**config.mk**
```make
export PLATFORM = sky130hd
export DESIGN_NAME = rolling_window_rsi_top
export DESIGN_NICKNAME = d
export VERILOG_FILES = /design/src/rwrsi_pkg.sv /design/src/rwrsi_cell.sv /design/src/rwrsi_div.sv /design/src/rolling_window_rsi_top.sv
export SDC_FILE = /design/constraint.sdc
export NUM_CORES = 2
export LEC_CHECK = 0
export BUFFER_PORTS_ARGS = -buffer_cell sky130_fd_sc_hd__clkbuf_2
export CAP_MARGIN = 30
export CORE_UTILIZATION = 64
export CTS_CLUSTER_DIAMETER = 50
export DETAILED_ROUTE_END_ITERATION = 10
export PLACE_DENSITY = 0.8
export SLEW_MARGIN = 20
export SYNTH_ARGS = -nofsm -noshare
export SYNTH_HDL_FRONTEND = slang
export SYNTH_SLANG_ARGS = --single-unit
```
**constraint.sdc**
```tcl
create_clock -name clk -period 79.3 [get_ports clk]
set_clock_uncertainty 0.05 [all_clocks]
set_input_delay 15.86 -clock clk [delete_from_list [all_inputs] [get_ports clk]]
set_output_delay 15.86 -clock clk [all_outputs]
set_load 0.01 [all_outputs]
```
**src/rwrsi_pkg.sv**
```systemverilog
// rwrsi_pkg: shared constants, state and control types for the rolling window rsi block
// no dependencies; used by every module under src
package rwrsi_pkg;

  localparam int MAX_WINDOW_DEF = 64;
  localparam int PRICE_BITS_DEF = 32;

  localparam int PRICE_IN_W  = 32;
  localparam int S_TDATA_W   = 32;
  localparam int RSI_W       = 14;
  localparam int M_TDATA_W   = 16;
  localparam int WL_W        = 7;
  localparam int ADDR_W      = 3;
  localparam int DATA_W      = 32;

  localparam logic [RSI_W-1:0] RSI_FULL  = 14'd10000;
  localparam logic [WL_W-1:0]  WL_RESET  = 7'd14;
  localparam logic             REG_WINDOW_LENGTH = 1'b0;

  typedef enum logic [2:0] {
    ST_IDLE,
    ST_CHG,
    ST_REM,
    ST_ADD,
    ST_CHK,
    ST_LOAD,
    ST_DIV,
    ST_DONE
  } state_t;

  typedef struct packed {
    logic take;
    logic chg;
    logic rem;
    logic add;
    logic chk;
    logic fin;
  } ctl_t;

  typedef struct packed {
    logic start;
    logic done;
  } div_ctl_t;

endpackage

```
**src/rwrsi_cell.sv**
```systemverilog
// rwrsi_cell: one stage of the change chain, holds one signed change as sign and magnitude
// depends on rwrsi_pkg; instantiated in a row by rolling_window_rsi_top
module rwrsi_cell #(
  parameter int W = rwrsi_pkg::PRICE_BITS_DEF + 1
) (
  input  logic         clk,
  input  logic         shift,
  input  logic         ins,
  input  logic [W-1:0] new_val,
  input  logic [W-1:0] nb_val,
  output logic [W-1:0] q
);

  always_ff @(posedge clk) begin
    if (shift) begin
      q <= ins ? new_val : nb_val;
    end
  end

endmodule

```
**src/rwrsi_div.sv**
```systemverilog
// rwrsi_div: restoring divider, one quotient bit per cycle, quotient known to fit rsi width
// depends on rwrsi_pkg
module rwrsi_div #(
  parameter int SUM_W = rwrsi_pkg::PRICE_BITS_DEF + 6
) (
  input  logic                             clk,
  input  logic                             rst,
  input  rwrsi_pkg::div_ctl_t              ctl_in,
  input  logic [SUM_W+rwrsi_pkg::RSI_W-1:0] num,
  input  logic [SUM_W-1:0]                 den,
  output rwrsi_pkg::div_ctl_t              ctl_out,
  output logic [rwrsi_pkg::RSI_W-1:0]      quo
);

  localparam int QW    = rwrsi_pkg::RSI_W;
  localparam int NUM_W = SUM_W + QW;
  localparam int CNT_W = $clog2(QW + 1);

  logic [SUM_W-1:0] rem;
  logic [QW-1:0]    nlow;
  logic [CNT_W-1:0] cnt;
  logic             busy;
  logic             done;
  logic [SUM_W:0]   trial;
  logic [SUM_W:0]   diff;
  logic             qbit;

  assign trial = {rem, nlow[QW-1]};
  assign diff  = trial - {1'b0, den};
  assign qbit  = (trial >= {1'b0, den});

  always_ff @(posedge clk) begin
    if (rst) begin
      busy <= 1'b0;
      done <= 1'b0;
      cnt  <= '0;
    end else begin
      done <= 1'b0;
      if (ctl_in.start) begin
        busy <= 1'b1;
        cnt  <= CNT_W'(QW);
      end else if (busy) begin
        cnt <= cnt - CNT_W'(1);
        if (cnt == CNT_W'(1)) begin
          busy <= 1'b0;
          done <= 1'b1;
        end
      end
    end
  end

  always_ff @(posedge clk) begin
    if (ctl_in.start) begin
      rem  <= num[NUM_W-1:QW];
      nlow <= num[QW-1:0];
    end else if (busy) begin
      rem  <= qbit ? diff[SUM_W-1:0] : trial[SUM_W-1:0];
      nlow <= {nlow[QW-2:0], 1'b0};
      quo  <= {quo[QW-2:0], qbit};
    end
  end

  assign ctl_out.start = busy;
  assign ctl_out.done  = done;

endmodule

```
**src/rolling_window_rsi_top.sv**
```systemverilog
// rolling_window_rsi_top: simple-average rsi over a rolling window of price changes
// depends on rwrsi_pkg, rwrsi_cell, rwrsi_div
//
// channel   dir  handshake         payload
// s_        in   tvalid/tready     tdata: close_price; tuser: start_series
// m_        out  tvalid/tready     tdata: rsi_hundredths (zero padded); tuser: window_full
// apb       in   psel/penable      window_length at byte address 0
//
// a request with a short result passes through the change, remove, add and check states,
// a series start goes from the change state straight to done, and a divided ratio adds the
// load state and the 14-step divider; a new request is taken only after the previous one finishes.
// the change chain moves one cell per price change, new changes enter at cell len-1.
// reset is synchronous; window_length returns to 14 and the window is empty.
// a stalled result holds in the output register and the block waits for it to drain.
module rolling_window_rsi_top #(
  parameter int MAX_WINDOW = rwrsi_pkg::MAX_WINDOW_DEF,
  parameter int PRICE_BITS = rwrsi_pkg::PRICE_BITS_DEF
) (
  input  logic                             clk,
  input  logic                             rst,
  input  logic                             s_tvalid,
  output logic                             s_tready,
  input  logic [rwrsi_pkg::S_TDATA_W-1:0]  s_tdata,   // [31:0] close_price
  input  logic                             s_tuser,   // [0] start_series
  output logic                             m_tvalid,
  input  logic                             m_tready,
  output logic [rwrsi_pkg::M_TDATA_W-1:0]  m_tdata,   // [13:0] rsi_hundredths, [15:14] zero
  output logic                             m_tuser,   // [0] window_full
  input  logic                             psel,
  input  logic                             penable,
  input  logic                             pwrite,
  input  logic [rwrsi_pkg::ADDR_W-1:0]     paddr,
  input  logic [rwrsi_pkg::DATA_W-1:0]     pwdata,
  output logic [rwrsi_pkg::DATA_W-1:0]     prdata,
  output logic                             pready
);

  localparam int LEN_W  = $clog2(MAX_WINDOW + 1);
  localparam int SUM_W  = PRICE_BITS + $clog2(MAX_WINDOW);
  localparam int NUM_W  = SUM_W + rwrsi_pkg::RSI_W;
  localparam int CELL_W = PRICE_BITS + 1;

  rwrsi_pkg::state_t   state;
  rwrsi_pkg::state_t   state_next;
  rwrsi_pkg::ctl_t     ctl;
  rwrsi_pkg::div_ctl_t div_in;
  rwrsi_pkg::div_ctl_t div_out;

  logic [rwrsi_pkg::WL_W-1:0]  window_length;
  logic [LEN_W-1:0]            len;
  logic [LEN_W-1:0]            len_m1;
  logic                        cfg_wr;

  logic [PRICE_BITS-1:0]       price;
  logic                        start;
  logic [PRICE_BITS-1:0]       prev;
  logic [PRICE_BITS:0]         diff;
  logic                        chg_neg;
  logic [PRICE_BITS-1:0]       chg_mag;
  logic [SUM_W-1:0]            gain_sum;
  logic [SUM_W-1:0]            loss_sum;
  logic [LEN_W-1:0]            held;
  logic [NUM_W-1:0]            num;
  logic [SUM_W-1:0]            den;
  logic [rwrsi_pkg::RSI_W-1:0] quo;
  logic [rwrsi_pkg::RSI_W-1:0] res_val;
  logic                        res_full;
  logic                        full;
  logic                        out_free;

  logic [CELL_W-1:0]           cell_q [MAX_WINDOW];
  logic [CELL_W-1:0]           oldest;

  // configuration port
  assign pready = 1'b1;
  assign cfg_wr = psel && penable && pwrite && (paddr[2] == rwrsi_pkg::REG_WINDOW_LENGTH);
  assign prdata = (paddr[2] == rwrsi_pkg::REG_WINDOW_LENGTH) ?
                  rwrsi_pkg::DATA_W'(window_length) : '0;

  always_comb begin
    if (window_length == '0) begin
      len = LEN_W'(1);
    end else if (32'(window_length) > 32'(MAX_WINDOW)) begin
      len = LEN_W'(MAX_WINDOW);
    end else begin
      len = LEN_W'(window_length);
    end
  end
  assign len_m1 = len - LEN_W'(1);

  // state machine
  always_ff @(posedge clk) begin
    if (rst) begin
      state <= rwrsi_pkg::ST_IDLE;
    end else begin
      state <= state_next;
    end
  end

  assign full     = (held == len);
  assign out_free = !m_tvalid || m_tready;

  always_comb begin
    state_next = state;
    case (state)
      rwrsi_pkg::ST_IDLE: if (s_tvalid) state_next = rwrsi_pkg::ST_CHG;
      rwrsi_pkg::ST_CHG:  state_next = start ? rwrsi_pkg::ST_DONE : rwrsi_pkg::ST_REM;
      rwrsi_pkg::ST_REM:  state_next = rwrsi_pkg::ST_ADD;
      rwrsi_pkg::ST_ADD:  state_next = rwrsi_pkg::ST_CHK;
      rwrsi_pkg::ST_CHK: begin
        state_next = (full && loss_sum != '0) ? rwrsi_pkg::ST_LOAD : rwrsi_pkg::ST_DONE;
      end
      rwrsi_pkg::ST_LOAD: state_next = rwrsi_pkg::ST_DIV;
      rwrsi_pkg::ST_DIV:  if (div_out.done) state_next = rwrsi_pkg::ST_DONE;
      rwrsi_pkg::ST_DONE: if (out_free) state_next = rwrsi_pkg::ST_IDLE;
      default:            state_next = rwrsi_pkg::ST_IDLE;
    endcase
  end

  always_comb begin
    ctl          = '0;
    div_in.start = 1'b0;
    div_in.done  = 1'b0;
    s_tready     = 1'b0;
    case (state)
      rwrsi_pkg::ST_IDLE: begin
        s_tready = 1'b1;
        ctl.take = s_tvalid;
      end
      rwrsi_pkg::ST_CHG:  ctl.chg = 1'b1;
      rwrsi_pkg::ST_REM:  ctl.rem = 1'b1;
      rwrsi_pkg::ST_ADD:  ctl.add = 1'b1;
      rwrsi_pkg::ST_CHK:  ctl.chk = 1'b1;
      rwrsi_pkg::ST_LOAD: div_in.start = 1'b1;
      rwrsi_pkg::ST_DIV:  ctl.fin = div_out.done;
      rwrsi_pkg::ST_DONE: ctl.fin = 1'b0;
      default:            ctl = '0;
    endcase
  end

  // price change as sign and magnitude
  assign diff = {1'b0, price} - {1'b0, prev};

  always_ff @(posedge clk) begin
    if (ctl.take) begin
      price <= PRICE_BITS'(s_tdata);
      start <= s_tuser;
    end
    if (ctl.chg) begin
      chg_neg <= diff[PRICE_BITS];
      chg_mag <= diff[PRICE_BITS] ? PRICE_BITS'(-diff) : diff[PRICE_BITS-1:0];
    end
  end

  // window sums and fill count
  assign oldest = cell_q[0];

  always_ff @(posedge clk) begin
    if (rst) begin
      window_length <= rwrsi_pkg::WL_RESET;
      prev          <= '0;
      held          <= '0;
      gain_sum      <= '0;
      loss_sum      <= '0;
    end else if (cfg_wr) begin
      window_length <= pwdata[rwrsi_pkg::WL_W-1:0];
      held          <= '0;
      gain_sum      <= '0;
      loss_sum      <= '0;
    end else begin
      if (ctl.chg) begin
        prev <= price;
        if (start) begin
          held     <= '0;
          gain_sum <= '0;
          loss_sum <= '0;
        end
      end
      if (ctl.rem && full) begin
        held <= held - LEN_W'(1);
        if (oldest[PRICE_BITS]) begin
          loss_sum <= loss_sum - SUM_W'(oldest[PRICE_BITS-1:0]);
        end else begin
          gain_sum <= gain_sum - SUM_W'(oldest[PRICE_BITS-1:0]);
        end
      end
      if (ctl.add) begin
        held <= held + LEN_W'(1);
        if (chg_neg) begin
          loss_sum <= loss_sum + SUM_W'(chg_mag);
        end else begin
          gain_sum <= gain_sum + SUM_W'(chg_mag);
        end
      end
    end
  end

  // change chain
  for (genvar gi = 0; gi < MAX_WINDOW; gi++) begin : g_cell
    logic [CELL_W-1:0] nb;
    if (gi == MAX_WINDOW - 1) begin : g_last
      assign nb = cell_q[gi];
    end else begin : g_mid
      assign nb = cell_q[gi+1];
    end
    rwrsi_cell #(.W(CELL_W)) u_cell (
      .clk     (clk),
      .shift   (ctl.add),
      .ins     (len_m1 == LEN_W'(gi)),
      .new_val ({chg_neg, chg_mag}),
      .nb_val  (nb),
      .q       (cell_q[gi])
    );
  end

  // ratio: floor(10000 * g / (g + l))
  always_ff @(posedge clk) begin
    if (ctl.chg && start) begin
      res_val  <= '0;
      res_full <= 1'b0;
    end
    if (ctl.chk) begin
      num <= (NUM_W'(gain_sum) << 13) + (NUM_W'(gain_sum) << 10) + (NUM_W'(gain_sum) << 9)
           + (NUM_W'(gain_sum) << 8) + (NUM_W'(gain_sum) << 4);
      den      <= gain_sum + loss_sum;
      res_full <= full;
      res_val  <= (full && loss_sum == '0) ? rwrsi_pkg::RSI_FULL : '0;
    end
    if (ctl.fin) begin
      res_val <= quo;
    end
  end

  rwrsi_div #(.SUM_W(SUM_W)) u_div (
    .clk     (clk),
    .rst     (rst),
    .ctl_in  (div_in),
    .num     (num),
    .den     (den),
    .ctl_out (div_out),
    .quo     (quo)
  );

  // output register
  always_ff @(posedge clk) begin
    if (rst) begin
      m_tvalid <= 1'b0;
    end else if (state == rwrsi_pkg::ST_DONE && out_free) begin
      m_tvalid <= 1'b1;
    end else if (m_tready) begin
      m_tvalid <= 1'b0;
    end
  end

  always_ff @(posedge clk) begin
    if (state == rwrsi_pkg::ST_DONE && out_free) begin
      m_tdata <= rwrsi_pkg::M_TDATA_W'(res_val);
      m_tuser <= res_full;
    end
  end

endmodule

```
==> results.yml <==
timing:
  setup_viol: 0
  setup_tns_ns: 0
  slew_headroom_pct: 26.6
  holdWs_ns: 0.368
  fin_crit_sh_pct: 40.6
  hold_violations: 0
  worst_slew_pin_slew_ns: 1.10
  fmaxAchievable_mhz: 31.1
  slew_viol_final: 0
  period_needed_ns: 32.19
  rsz0062_at_grt: "false"
  worst_slack_ns: 47.11
yosys:
  synth_cell_types: 97
  synth_seq_cells: 2488
  async_flop_share_pct: 0
  yosysMostFrequentCell: "edfxtp_1"
  netlist_top_cells_count: "edfxtp_1 (2356), mux2_2 (2035), clkbuf_1 (511), inv_1 (397), nand2_1 (392)"
  syn_area_sq_mm: 0.121
  synth_top_cell_area_share_pct: 58.4
  synth.yosys.seq_area_share_pct: 60.6
  synthFlopType: "edfxtp_1"
  yosysWarnings: 0
  synth-edff-count: 2356
  synth_top_cell_by_area: "edfxtp_1"
  syn_inst: 8404
  ys_top_cells_by_area: "edfxtp_1 (58%), mux2_2 (19%), ha_1 (3.1%), dfxtp_1 (2.2%), fa_1 (1.8%)"
  syn_avg_cell_area_sq_um: 14.4
critical_path:
  r2r_slack_ns: 72.25
  arrival_ns: 16.28
  crit_buf_inv: 2
  r2r-end: "num[45]"
  cp-start-kind: "input port"
  max_stage_delay_ns: 0.14
  crit_path_frequent_cell: "clkbuf_2"
  critical_path_peak_fanout: 9
  worstPathRequired_ns: 63.39
  endpoint_kind: "output port"
  slowest_stage: "clkbuf_2"
  rr_worst_depth: 19
  critPathTopFamily: "buffers and inverters"
  path_cells: "clkbuf_2 > nor2b_1 > clkbuf_2"
  r2r_start: "gain_sum[1]"
  crit_type: "in2out"
finish:
  fin_nets: 8853
  fin_area_sq_mm: 0.133
  fillCellCount: 11900
  layout-drive-gt1-share_pct: 32.0
  area_growth_pct: 9.65
global_routing:
  grt_pass1_wl_microns: 426000
  grt.total_usage_pct: 29.1
  grt_max_degree: 212
  antenna_found_initial: 11
  grt_pass1_vias: 70800
  grt_overflow: 0
worst_hold_path:
  min_to: "m_tdata[13]"
  hold-path-cell-count: 0
  hold_path_class: "reg2reg"
  min_from: "res_val[13]"
power_and_ir_drop:
  pwr-share-seq_pct: 47.6
  p_leak_nw: 47.9
  p_int_mw: 2.51
  ir_drop_uv: 25.0
  p_comb_share_pct: 17.4
  switchingPower_mw: 0.975
  clkPwrFrac_pct: 35.0
  switching_share_pct: 28.0
  power-per-cell-area_mw_per_mm2: 26.2
floorplanning:
  start_util_pct: 64.5
  core_area_sq_mm: 0.188
  die_w_microns: 437
  io_pins: 127
  rows: 159
  dieArea_sq_mm: 0.191
  fp.dieH_microns: 437
detailed_routing:
  post_drt_wl_per_cell_microns: 25.2
  routed-via-count: 70200
  vias_per_cell: 6.34
  drc: 42
  wirelength_microns: 279000
  ant_nets: 0
  firstDrtPassIters: 9
  drt_iter0_markers: 6817
clock_tree:
  clkSinkCount: 2488
  cts_tree: "built"
  cts_resized: 0
  clk_pin_slew_worst_paths_ns: 0.06
  h-tree-depth: 5
  clock_path_buffers: 4
  cts_root_buf: "clkbuf_16"
  cts_made_buffers: 278
  post_cts_buffers: 0
  clk-insertion-delay-late_ns: 0.92
  postCtsHoldBufs: 0
place:
  dpl_worst_slack_ns: 47.11
  post_dp_cell_area_sq_mm: 0.124
  port_buffers: 71
  hpwl_microns: 169000
  gp_congestion: 0.951
run:
  max_cap_viol_count: 0
outcome:
  failed_checks: "design-rule violations"
  outcome: "complete, but fails checks"
==> logic make-up after synthesis <==
family,synth area share [%]
adders and majority gates,4.90
muxes,19.4
AOI/OAI and AO/OA,5.86
and+or+nand+nor,4.26
buffers and inverters,3.15
xor gates and xnor gates,1.89
DFF,60.6
other,0.00620
==> cell usage in the layout, fill, tap and decap left out, types with 46 or more instances in the layout <==
| cell | instances |
|---|---|
| nor2_1 | 222 |
| edfxtp_1 | 2356 |
| nor3_1 | 61 |
| a211oi_1 | 61 |
| clkbuf_2 | 71 |
| ha_1 | 297 |
| dfxtp_1 | 132 |
| buf_4 | 145 |
| nand3_1 | 83 |
| xor2_1 | 90 |
| clkbuf_16 | 286 |
| fa_1 | 111 |
| a21o_1 | 166 |
| mux2_2 | 2035 |
| a21oi_1 | 293 |
| inv_1 | 394 |
| xnor2_1 | 169 |
| nand2_1 | 389 |
| clkbuf_1 | 62 |
| o21ai_0 | 232 |
| nand2b_1 | 46 |
==> power by group through the flow <==
stage                     logic [mW]  registers (mW)  clock network (mW)
final                          0.607            1.66                1.22
after global routing           0.654            1.67                1.28
after CTS                      0.597            1.66                1.23
after detailed placement       0.590            1.68                   0
after global placement         0.572            1.68                   0
after floorplan                0.409            2.01                   0
==> how the worst max path moves through the flow <==
stage | slack (ns) | depth (start not counted) | startpoint | to
finish | 47.11 | 3 | paddr[2] | prdata[3]
global route | 47.06 | 3 | paddr[2] | prdata[3]
CTS | 47.10 | 3 | paddr[2] | prdata[3]
detailed placement | 47.11 | 3 | paddr[2] | prdata[3]
global placement | 47.12 | 3 | paddr[2] | prdata[4]
floorplan | 14.75 | 6 | state[0] | held[2]
==> sequential cells by signal, indices dropped and copies added, names as in the netlist, 38 cells and up <==
| register | flops |
|---|---|
| g_cell.u_cell.q | 2112 |
| num | 48 |
| den | 38 |
| gain_sum | 38 |
| loss_sum | 38 |
| u_div.rem | 38 |
==> routing by layer <==
layer	part of all wire (%)	track usage, %
met2	49	48.6
met3	6.1	3.89
met5	0	0
met1	40	37.9
met4	5.1	13.8
==> layout make-up <==
class | count | area [sq um] | area share [%]
clock inverters | 131 | 1120 | 0.846
repair buffers | 243 | 2060 | 1.55
clock buffers | 349 | 7400 | 5.57
flip-flops and latches | 2488 | 73400 | 55.3
well taps | 2495 | 3120 | 2.35
inverters | 398 | 1500 | 1.13
multi-input cells | 4961 | 44200 | 33.3
diodes | 5 | 12.5 | 0.00942
==> stage by stage <==
step	power, mW	std cells	utilization, %
floorplan	2.42	8430	-
global placement	2.25	10600	65.9
detailed placement	2.27	10600	66.1
CTS	3.49	11100	70.6
global route	3.60	11100	70.7
finish	3.48	11100	70.7
Note: power is estimated with default switching activity, not from simulation.
